[src/mbps_pkg.sv]
package mbps_pkg;

    localparam int MAX_PATTERN = 16;
    localparam int OFFSET_BITS = 32;
    localparam int ADDR_W      = 64;
    localparam int CFG_W       = 64;
    localparam int CFG_IDX_W   = 3;
    localparam int MASK_W      = 16;
    localparam int LEN_REG_W   = 5;
    localparam int LEN_W       = $clog2(MAX_PATTERN + 1);
    localparam int IDX_W       = (MAX_PATTERN > 1) ? $clog2(MAX_PATTERN) : 1;

    typedef enum logic [CFG_IDX_W-1:0] {
        CFG_PAT_LO = 3'd0,
        CFG_PAT_HI = 3'd1,
        CFG_MASK   = 3'd2,
        CFG_LEN    = 3'd3,
        CFG_BASE   = 3'd4
    } cfg_idx_t;

    typedef struct packed {
        logic [MAX_PATTERN-1:0][7:0] pat;
        logic [MAX_PATTERN-1:0]      wild;
        logic [LEN_W-1:0]            len;
        logic [ADDR_W-1:0]           base;
    } cfg_t;

endpackage

[src/mbps_if.sv]
interface mbps_byte_if;
    logic       valid;
    logic       ready;
    logic [7:0] data_byte;
    logic       last_byte;

    modport source (output valid, data_byte, last_byte, input ready);
    modport sink (input valid, data_byte, last_byte, output ready);
endinterface

interface mbps_result_if;
    import mbps_pkg::*;
    logic              valid;
    logic              ready;
    logic              found;
    logic [ADDR_W-1:0] match_address;

    modport source (output valid, found, match_address, input ready);
    modport sink (input valid, found, match_address, output ready);
endinterface

[src/mbps_cfg_regs.sv]
module mbps_cfg_regs (
    input  logic                            clk,
    input  logic                            rst_n,
    input  logic                            cfg_we,
    input  logic [mbps_pkg::CFG_IDX_W-1:0]  cfg_index,
    input  logic [mbps_pkg::CFG_W-1:0]      cfg_data,
    output mbps_pkg::cfg_t                  cfg
);
    import mbps_pkg::*;

    logic [CFG_W-1:0]     pat_lo_reg, pat_hi_reg;
    logic [MASK_W-1:0]    mask_reg;
    logic [LEN_REG_W-1:0] len_reg;
    logic [ADDR_W-1:0]    base_reg;

    logic [2*CFG_W-1:0]          pat_all;
    logic [MAX_PATTERN-1:0][7:0] pat_w;
    logic [MAX_PATTERN-1:0]      wild_w;
    logic [LEN_W-1:0]            len_act;

    always_ff @(posedge clk or negedge rst_n)
    begin
        if (!rst_n)
        begin
            pat_lo_reg <= '0;
            pat_hi_reg <= '0;
            mask_reg   <= '0;
            len_reg    <= LEN_REG_W'(1);
            base_reg   <= '0;
        end
        else if (cfg_we)
        begin
            case (cfg_idx_t'(cfg_index))
                CFG_PAT_LO: pat_lo_reg <= cfg_data;
                CFG_PAT_HI: pat_hi_reg <= cfg_data;
                CFG_MASK:   mask_reg   <= cfg_data[MASK_W-1:0];
                CFG_LEN:    len_reg    <= cfg_data[LEN_REG_W-1:0];
                CFG_BASE:   base_reg   <= cfg_data[ADDR_W-1:0];
                default:    ;
            endcase
        end
    end

    assign pat_all = {pat_hi_reg, pat_lo_reg};

    // only sixteen pattern bytes are programmable; the rest are fixed zero
    for (genvar k = 0; k < MAX_PATTERN; k++)
    begin : g_pat
        if (k < 16)
        begin : g_prog
            assign pat_w[k]  = pat_all[8*k +: 8];
            assign wild_w[k] = mask_reg[k];
        end
        else
        begin : g_zero
            assign pat_w[k]  = 8'd0;
            assign wild_w[k] = 1'b0;
        end
    end

    always_comb
    begin
        if (len_reg == '0)
            len_act = LEN_W'(1);
        else if (int'(len_reg) > MAX_PATTERN)
            len_act = LEN_W'(MAX_PATTERN);
        else
            len_act = LEN_W'(len_reg);
    end

    assign cfg = '{pat: pat_w, wild: wild_w, len: len_act, base: base_reg};

endmodule

[src/mbps_search.sv]
module mbps_search (
    input  logic                              clk,
    input  logic                              rst_n,
    input  logic                              step,
    input  logic [7:0]                        data_byte,
    input  logic                              last_byte,
    input  mbps_pkg::cfg_t                    cfg,
    output logic                              found,
    output logic [mbps_pkg::OFFSET_BITS-1:0]  offset
);
    import mbps_pkg::*;

    logic [MAX_PATTERN-1:0][7:0] window_reg, window_next;
    logic [OFFSET_BITS-1:0]      seen_reg, seen_next, seen_inc;
    logic [OFFSET_BITS-1:0]      off_reg, off_next, hit_off;
    logic                        match_reg, match_next;
    logic                        saturated, hit, cand;
    logic [MAX_PATTERN-1:0]      pos_ok;
    logic [LEN_W-1:0]            tap [MAX_PATTERN];

    always_comb
    begin
        window_next[0] = data_byte;
        for (int i = 1; i < MAX_PATTERN; i++)
            window_next[i] = window_reg[i-1];
    end

    // pattern byte j lines up with window entry len-1-j (entry 0 is newest)
    always_comb
    begin
        for (int j = 0; j < MAX_PATTERN; j++)
        begin
            tap[j]    = cfg.len - LEN_W'(j) - LEN_W'(1);
            pos_ok[j] = (LEN_W'(j) >= cfg.len) || cfg.wild[j] ||
                        (cfg.pat[j] == window_next[tap[j][IDX_W-1:0]]);
        end
    end

    assign hit       = &pos_ok;
    assign saturated = &seen_reg;
    assign seen_inc  = seen_reg + OFFSET_BITS'(1);
    assign hit_off   = seen_inc - OFFSET_BITS'(cfg.len);
    assign cand      = !saturated && !match_reg && hit &&
                       (seen_inc >= OFFSET_BITS'(cfg.len));

    assign found  = match_reg || cand;
    assign offset = cand ? hit_off : off_reg;

    always_comb
    begin
        seen_next  = seen_reg;
        match_next = match_reg;
        off_next   = off_reg;
        if (step)
        begin
            if (last_byte)
            begin
                seen_next  = '0;
                match_next = 1'b0;
                off_next   = '0;
            end
            else
            begin
                seen_next  = saturated ? seen_reg : seen_inc;
                match_next = found;
                off_next   = offset;
            end
        end
    end

    always_ff @(posedge clk or negedge rst_n)
    begin
        if (!rst_n)
        begin
            seen_reg  <= '0;
            match_reg <= 1'b0;
            off_reg   <= '0;
        end
        else
        begin
            seen_reg  <= seen_next;
            match_reg <= match_next;
            off_reg   <= off_next;
        end
    end

    always_ff @(posedge clk)
    begin
        if (step)
            window_reg <= window_next;
    end

endmodule

[src/masked_byte_pattern_search_core.sv]
// Searches a byte stream for a pattern of up to 16 bytes with per-byte wildcards and
// returns one result per region, on the request marked last_byte: found plus
// base_address + offset of the first match (zero if none). Takes one byte per cycle
// sustained; after its last byte is accepted, a result passes through the input
// register, then the compare window and result register. The input side only
// holds off while a finished result waits in the output register and a further
// last byte is queued behind it. Configuration is written through cfg_we/cfg_index/
// cfg_data between regions.
module masked_byte_pattern_search_core (
    input  logic                            clk,
    input  logic                            rst_n,
    mbps_byte_if.sink                       bytes,
    mbps_result_if.source                   result,
    input  logic                            cfg_we,
    input  logic [mbps_pkg::CFG_IDX_W-1:0]  cfg_index,
    input  logic [mbps_pkg::CFG_W-1:0]      cfg_data
);
    import mbps_pkg::*;

    cfg_t                   cfg;
    logic                   s1_valid_reg, s1_valid_next;
    logic                   s1_last_reg;
    logic [7:0]             s1_byte_reg;
    logic                   s1_go, in_take, load;
    logic                   hit_found;
    logic [OFFSET_BITS-1:0] hit_offset;
    logic                   out_valid_reg, out_valid_next;
    logic                   out_found_reg;
    logic [ADDR_W-1:0]      out_addr_reg, out_addr_next;

    mbps_cfg_regs u_cfg (
        .clk       (clk),
        .rst_n     (rst_n),
        .cfg_we    (cfg_we),
        .cfg_index (cfg_index),
        .cfg_data  (cfg_data),
        .cfg       (cfg)
    );

    mbps_search u_search (
        .clk       (clk),
        .rst_n     (rst_n),
        .step      (s1_go),
        .data_byte (s1_byte_reg),
        .last_byte (s1_last_reg),
        .cfg       (cfg),
        .found     (hit_found),
        .offset    (hit_offset)
    );

    assign s1_go       = s1_valid_reg && (!s1_last_reg || !out_valid_reg || result.ready);
    assign bytes.ready = !s1_valid_reg || s1_go;
    assign in_take     = bytes.valid && bytes.ready;
    assign load        = s1_go && s1_last_reg;

    assign s1_valid_next  = in_take ? 1'b1 : (s1_go ? 1'b0 : s1_valid_reg);
    assign out_valid_next = load ? 1'b1 : (result.ready ? 1'b0 : out_valid_reg);
    assign out_addr_next  = hit_found ? (cfg.base + ADDR_W'(hit_offset)) : '0;

    always_ff @(posedge clk or negedge rst_n)
    begin
        if (!rst_n)
        begin
            s1_valid_reg  <= 1'b0;
            out_valid_reg <= 1'b0;
        end
        else
        begin
            s1_valid_reg  <= s1_valid_next;
            out_valid_reg <= out_valid_next;
        end
    end

    always_ff @(posedge clk)
    begin
        if (in_take)
        begin
            s1_byte_reg <= bytes.data_byte;
            s1_last_reg <= bytes.last_byte;
        end
        if (load)
        begin
            out_found_reg <= hit_found;
            out_addr_reg  <= out_addr_next;
        end
    end

    assign result.valid         = out_valid_reg;
    assign result.found         = out_found_reg;
    assign result.match_address = out_addr_reg;

    a_no_addr_when_miss: assert property (@(posedge clk) disable iff (!rst_n)
        result.valid && !result.found |-> result.match_address == '0)
        else $error("match address nonzero without a match");

    a_stall_reason: assert property (@(posedge clk) disable iff (!rst_n)
        !bytes.ready |-> s1_valid_reg && s1_last_reg && out_valid_reg)
        else $error("input stalled without a pending result");

    a_result_follows_last: assert property (@(posedge clk) disable iff (!rst_n)
        load |=> result.valid)
        else $error("last byte produced no result");

endmodule
[src/flat_wrapper.sv]
// flat-port wrapper written by rule: the top's interface ports become plain ports
module masked_byte_pattern_search_core_flat import mbps_pkg::*;
  (clk, rst_n, cfg_we, cfg_index, cfg_data, bytes_valid, bytes_data_byte, bytes_last_byte, bytes_ready, result_valid, result_found, result_match_address, result_ready);
  mbps_byte_if bytes_i ();
  mbps_result_if result_i ();
  input  logic clk;
  input  logic rst_n;
  input  logic cfg_we;
  input  logic [mbps_pkg::CFG_IDX_W-1:0] cfg_index;
  input  logic [mbps_pkg::CFG_W-1:0] cfg_data;
  input wire logic [$bits(bytes_i.valid)-1:0] bytes_valid;
  input wire logic [$bits(bytes_i.data_byte)-1:0] bytes_data_byte;
  input wire logic [$bits(bytes_i.last_byte)-1:0] bytes_last_byte;
  output wire logic [$bits(bytes_i.ready)-1:0] bytes_ready;
  output wire logic [$bits(result_i.valid)-1:0] result_valid;
  output wire logic [$bits(result_i.found)-1:0] result_found;
  output wire logic [$bits(result_i.match_address)-1:0] result_match_address;
  input wire logic [$bits(result_i.ready)-1:0] result_ready;
  assign bytes_i.valid = bytes_valid;
  assign bytes_i.data_byte = bytes_data_byte;
  assign bytes_i.last_byte = bytes_last_byte;
  assign bytes_ready = bytes_i.ready;
  assign result_valid = result_i.valid;
  assign result_found = result_i.found;
  assign result_match_address = result_i.match_address;
  assign result_i.ready = result_ready;
  masked_byte_pattern_search_core u_core (.clk(clk), .rst_n(rst_n), .bytes(bytes_i), .result(result_i), .cfg_we(cfg_we), .cfg_index(cfg_index), .cfg_data(cfg_data));
endmodule
[config.mk]
export PLATFORM = sky130hd
export DESIGN_NAME = masked_byte_pattern_search_core_flat
export DESIGN_NICKNAME = d
export VERILOG_FILES = /design/src/mbps_pkg.sv /design/src/mbps_if.sv /design/src/mbps_cfg_regs.sv /design/src/mbps_search.sv /design/src/masked_byte_pattern_search_core.sv /design/src/flat_wrapper.sv
export SDC_FILE = /design/constraint.sdc
export NUM_CORES = 1
export LEC_CHECK = 0
export BUFFER_PORTS_ARGS = -buffer_cell sky130_fd_sc_hd__buf_2
export CAP_MARGIN = 15
export CELL_PAD_IN_SITES_DETAIL_PLACEMENT = 1
export CELL_PAD_IN_SITES_GLOBAL_PLACEMENT = 1
export CORE_ASPECT_RATIO = 1.2
export CORE_MARGIN = 2
export CORE_UTILIZATION = 40
export CTS_CLUSTER_DIAMETER = 120
export DETAILED_ROUTE_END_ITERATION = 7
export HOLD_SLACK_MARGIN = 0.12
export PLACE_DENSITY = 0.66
export SLEW_MARGIN = 20
export SYNTH_ARGS = -nofsm -noshare
export SYNTH_HDL_FRONTEND = slang
export SYNTH_SLANG_ARGS = --single-unit
[constraint.sdc]
create_clock -name clk -period 10.04 [get_ports clk]
set_input_delay 0.502 -clock clk [delete_from_list [all_inputs] [get_ports clk]]
set_output_delay 0.502 -clock clk [all_outputs]
set_load 0.1 [all_outputs]
Word-level counts from Yosys, hierarchy flattened
Index checks and enable logic that the tools add are counted.
Widths: inputs -> output; s select.
{ "totals": {"ff_bits": 474, "inputBits": 81, "output_inout_bits": 67, "elab_cells": 219} }
{ "op_classes": {"addsub": 33, "n_lt_le_gt_ge": 34, "n_eq_ne": 21, "n_mux": 43, "reduce_logical": 59} }
{ "ops": {"columns": ["operator", "n"], "rows": [
  ["$bmux 8 s4", 16],
  ["$eq 8x8->1", 16],
  ["$mux 32", 4],
  ["$mux 8", 16],
  ["$lt 4x5->1 const B", 16],
  ["$add 64x32->64", 1],
  ["$sub 4x1->4 const B", 16],
  ["$ge 4x5->1 const A", 8],
  ["$logic_or 1x1->1", 36],
  ["$add 32x1->32 const B", 1],
  ["$ge 32x5->1", 1],
  ["$reduce_and 32->1", 1],
  ["$sub 32x5->32", 1],
  ["$sub 4x4->4 const B", 8],
  ["$ge 3x5->1 const A", 4],
  ["$reduce_and 16->1", 1],
  ["$sub 4x3->4 const B", 4],
  ["$reduce_and 2->1", 6],
  ["$ge 1x5->1 const A", 2],
  ["$ge 2x5->1 const A", 2],
  ["$mux 5", 2],
  ["$sub 4x2->4 const B", 2],
  ["$eq 3x2->1 const B", 2],
  ["$logic_and 1x1->1", 6],
  ["other kinds (9)", 18]
]} }

Depth between registers and ports, before layout
{ "logic_depth": {"ltp_word": 14, "ltp_mapped": 41, "depth_no_buf": 31} }

By module
A second synthesis with hierarchy kept.
{ "hier_totals": {"hier_cells": 2647, "area_unflattened_um2": 32891.5} }
{ "modules_own_cells": {"columns": ["mod", "n_inst", "cells_per_inst", "area_each_um2", "seq_area_each_um2"], "rows": [
  ["mbps_search", 1, 1676, 19100.8, 5230.0],
  ["mbps_cfg_regs", 1, 461, 8680.8, 5331.4],
  ["masked_byte_pattern_search_core", 1, 510, 5109.9, 2272.2]
]} }

Least setup slack after synthesis
No wires, ideal clock.
{ "synth_path": {"path_type": "register to register", "from": "register u_core.u_cfg.len_reg[4]", "to": "register u_core.out_addr_reg[54], in the netlist u_core.result.match_address[54], data pin", "arrival_ps": 7821, "required_time_ps": 9786, "slack_ps": 1965, "path_stages_with_launch": 35, "path_buffers": 8, "synth_period_minus_slack_ps": 8075, "path_cell_list": "dfrtp_1 buf_2 nor2b_1 buf_4 buf_4 buf_4 buf_2 ha_1 o21ai_0 a221oi_2 buf_4 mux4_2 xnor2_1 nand4_1 nor2_1 o31ai_1 a311o_1 nand4b_4 nor2_2 buf_4 mux2_1 ha_1 nor2b_1 o21a_1 o21ai_0 a21oi_1 nor3_1 o311ai_0 a2111oi_0 nor3_1 a21oi_1 clkbuf_1 nor3_1 xnor2_1 nor2_1"} }
{ "synth_between": {"elab_chain_cells": 14, "word_cells_on_any_way": 138, "classes_between": "add/sub: 32; order compare: 18; eq/ne: 16; mux: 35; reduce/logical: 37"} }
{ "synth_lines": {"columns": ["item", "line", "source"], "rows": [
  ["start: declaration", "mbps_cfg_regs.sv:13", "logic [LEN_REG_W-1:0] len_reg;"],
  ["start signal: assignment", "mbps_cfg_regs.sv:37", "CFG_LEN: len_reg <= cfg_data[LEN_REG_W-1:0];"],
  ["$gt 5x5->1", "mbps_cfg_regs.sv:65", "else if (int'(len_reg) > MAX_PATTERN)"],
  ["$mux 5", "mbps_cfg_regs.sv:65", null],
  ["$mux 5 *", "mbps_cfg_regs.sv:63", "if (len_reg == '0)"],
  ["$sub 4x1->4 (tied with other cells)", "mbps_search.sv:33", "tap[j] = cfg.len - LEN_W'(j) - LEN_W'(1);"],
  ["$sub 4x1->4", "mbps_search.sv:33", null],
  ["$bmux 8 s4", "mbps_search.sv:35", "(cfg.pat[j] == window_next[tap[j][IDX_W-1:0]]);"],
  ["$mux 8 (not written as such)", "mbps_search.sv:35", null],
  ["$eq 8x8->1", "mbps_search.sv:35", null],
  ["$logic_or 1x1->1", "mbps_search.sv:34", "pos_ok[j] = (LEN_W'(j) >= cfg.len) || cfg.wild[j] ||"],
  ["$reduce_and 16->1", "mbps_search.sv:39", "assign hit = &pos_ok;"],
  ["$logic_and 1x1->1 (2 in a row)", "mbps_search.sv:43", "assign cand = !saturated && !match_reg && hit &&"],
  ["$mux 32", "mbps_search.sv:47", "assign offset = cand ? hit_off : off_reg;"],
  ["$add 64x32->64", "masked_byte_pattern_search_core.sv:58", "assign out_addr_next = hit_found ? (cfg.base + ADDR_W'(hit_offset)) : '0;"],
  ["end signal: assignment", "masked_byte_pattern_search_core.sv:84", "out_addr_reg <= out_addr_next;"],
  ["end: declaration", "masked_byte_pattern_search_core.sv:29", "logic [ADDR_W-1:0] out_addr_reg, out_addr_next;"]
]} }
Mark *: on every way between the ends. The rest lies on a longest branch, timed or not. The select of a mux whose other input is x is not followed.
A chain may end at the register's enable or synchronous reset.

Final worst setup path
{ "layout_path": {"from": "register u_core.u_cfg.len_reg[4]", "to": "register u_core.out_addr_reg[46], in the netlist u_core.result.match_address[46], data pin"} }
Same word-level chain as after synthesis.

==> out/qor.yml <==
status: "completed"
ant_nets: 0
synthTopCellsByArea: "dfrtp_1, edfxtp_1, mux2_2"
critPathSlowestCell: "o311ai_1"
cp-end-kind: "register"
cp.arrival_ns: 9.61
drtPass1Iterations: 6
overflow: 0
finalCritPeriodShare_pct: 92.2
synth_top_cell_by_area: "dfrtp_1"
insertion_delay_ns: 0.64
wl_um: 128000
leakage_uw: 0.0143
place_congestion: 0.960
hold_viol_final: 0
rsz0062_at_grt: "no"
peakVddDrop_mv: 0.149
power_density_nw_per_um2: 255
hold_class: "input pin to register"
area_growth_pct: 12.5
h-tree-depth: 2
ys_ff_latch: 474
cts_buffers: 54
grt_pass1_wl_um: 188000
port_buffers: 147
period_minus_slack_ns: 9.25
dp.cells: 4004
yosys_warnings: 0
fin_setup_tns_ns: 0
vias: 26400
start_kind: "register"
die_w_um: 261
final_cells: 4123
post-dp-hpwl_um: 96000
synth_edf_count: 194
worst_pin_slew_ns: 1.17
ys_seq_area_share_pct: 40.3
dieArea_um2: 81800
drc: 0
post_cts_buffers: 0
die_h_um: 313
fmaxAchievable_mhz: 108
finClkSkew_ns: 0.0198
io_pins: 148
synth_top_flop_cell: "dfrtp_1"
maxSlewViolCount: 0
yosysTopAreaCellShare_pct: 21.9
syn_nets: 3058
antenna_found_initial: 3
largest_reg_flops: 120
ys_async_sr_fraction_pct: 59.1
crit_type: "register to register"
grt_usage_pct: 31.1
worst-path-buf-inv: 6
drv_cap: 0
critPathMaxFanout: 21
grt_max_degree: 151
dr.first_iter.drc_count: 2492
cp_top_family: "compound AO/OA/AOI/OAI gates"
initial_core_util_pct: 40.3
drive_gt1_share_pct: 22.5
synth_cell_types: 97
wl_per_cell_um: 31.0
grt_pass1_vias: 27300
clk_pin_slew_ns: 0.06
cts_sinks: 474
worstPathRequired_ns: 10.39
cts-root-buf: "clkbuf_16"
cts_tree: "done"
cpPeakStageDelay_ns: 0.92
nets: 3168
core_um2: 79000
avgSynthCellArea_um2: 10.8
synthesis.area_um2: 31800
cts.path.max_buffers: 3
synthCells: 2934
nFillCells: 8549
diodes: 0
num_rows: 113
relSlewSlack_pct: 20.0
via_per_inst: 6.41
setup_viol: 0
==> where the power goes <==
part           internal [µW]  switching, µW  leakage (µW)
Sequential              2330            352       0.00535
Clock                   1230            887      0.000919
Combinational           1730           2610       0.00807
==> metal layers <==
| metal | up-vias | track usage (%) | routed length (µm) |
|---|---|---|---|
| met5 | - | 0 | 0 |
| met4 | 0 | 22.2 | 11200 |
| met3 | 358 | 4.22 | 6780 |
| met2 | 1078 | 51.1 | 61000 |
| met1 | 13600 | 37.4 | 48700 |
| li1 | 11400 | - | - |
==> per-stage QoR <==
step / power (µW) / setup slack [ns] / utilization [%] / hold slack [ns] / instance area, µm²
after global placement: 6830 / 0.508 / 42.6 / 0.479 / 33700
after detailed placement: 6940 / 0.339 / 42.6 / 0.499 / 33700
after floorplan: 5550 / 1.97 / - / 0.206 / 31800
after global routing: 9530 / 0.0297 / 45.3 / 0.134 / 35800
after CTS: 9090 / 0.279 / 45.2 / 0.121 / 35700
final: 9130 / 0.787 / 45.3 / 0.150 / 35800
==> synthesized netlist by cell type, types with 16 or more instances <==
| master | n |
|---|---|
| buf_2 | 62 |
| a32oi_1 | 17 |
| inv_1 | 50 |
| mux2_2 | 223 |
| nor2_1 | 167 |
| nor4_1 | 40 |
| nand4_1 | 41 |
| nand3_1 | 57 |
| and2_1 | 30 |
| o31ai_1 | 24 |
| mux2i_1 | 231 |
| ha_1 | 41 |
| mux4_2 | 107 |
| a311o_1 | 30 |
| and3_1 | 36 |
| xor2_1 | 104 |
| nor3_1 | 45 |
| mux2_1 | 25 |
| dfrtp_1 | 279 |
| clkbuf_1 | 91 |
| buf_4 | 24 |
| nand2_1 | 261 |
| a221oi_1 | 21 |
| xnor2_1 | 109 |
| a32o_1 | 16 |
| nor2b_1 | 17 |
| a211oi_1 | 23 |
| a21o_1 | 29 |
| o21ai_0 | 98 |
| a21oi_1 | 147 |
| o22ai_1 | 51 |
| a22oi_1 | 63 |
| edfxtp_1 | 194 |
==> path summary, 6_finish.rpt <==
path / endpoint / slack, ns / from / cells after the start
setup reg to reg: u_core.result.match_address[46] / 0.79 / u_core.u_cfg.len_reg[4] / 31
max in group asynchronous: u_core.u_cfg.pat_lo_reg[34] / 8.29 / rst_n / 3
hold / removal: u_core.u_cfg.base_reg[35] / 0.15 / cfg_data[35] / 3
min in group asynchronous: u_core.u_search.seen_reg[21] / 0.39 / rst_n / 2
setup / recovery: u_core.result.match_address[46] / 0.79 / u_core.u_cfg.len_reg[4] / 31
hold reg to reg: u_core.u_cfg.mask_reg[13] / 0.52 / u_core.u_cfg.mask_reg[13] / 1
==> repair_timing <==
| action | in CTS | in global routing |
|---|---|---|
| endpoints found under the hold margin | 148 | 0 |
| gates resized for setup | 0 | 7 |
| setup endpoints to repair | 0 | 16 |
| hold buffers | 18 | 0 |
==> cell families (layout without fill, tap and decap cells) <==
family                     count (synthesis)  in the layout  synth area share (%)
and+or+nand+nor                          757            757                  11.5
AOI/OAI and AO/OA                        611            611                  13.1
muxes                                    587            587                  23.7
DFF                                      474            474                  40.3
buffers and inverters                    245            399                  3.54
xor gates and xnor gates                 216            216                  6.05
adders and majority gates                 44             44                  1.77
==> cell type report <==
class	instances	area (µm²)	share of cell area [%]
multi-input combinational	2215	18000	50.3
clock buffer	66	1470	4.10
inverter	54	208	0.580
sequential	474	12800	35.9
clock inverter	34	390	1.09
timing repair buffer	245	1600	4.48
tap	1035	1290	3.62
==> worst reg2reg max path, delay by kind of cell, from the launching register on <==
family / cells / cell delay [ns]
compound gates: 11 / 4.17
simple gates: 9 / 1.84
buf+inv: 6 / 1.21
flops: 1 / 0.69
fa+ha+maj: 3 / 0.68
xor+xnor: 2 / 0.36
==> layout by cell type (no fill, tap or decap), types with 43 or more instances in the layout <==
cell type / instances
dfrtp_1: 278
nand2_1: 261
mux2i_1: 231
mux2_2: 223
edfxtp_1: 194
nor2_1: 164
a21oi_1: 146
buf_2: 146
xnor2_1: 108
mux4_2: 107
xor2_1: 104
o21ai_0: 97
buf_4: 73
a22oi_1: 63
nand3_1: 57
clkbuf_16: 55
o22ai_1: 51
inv_1: 49
nor3_1: 43
Power figures use the tool's default switching activity.
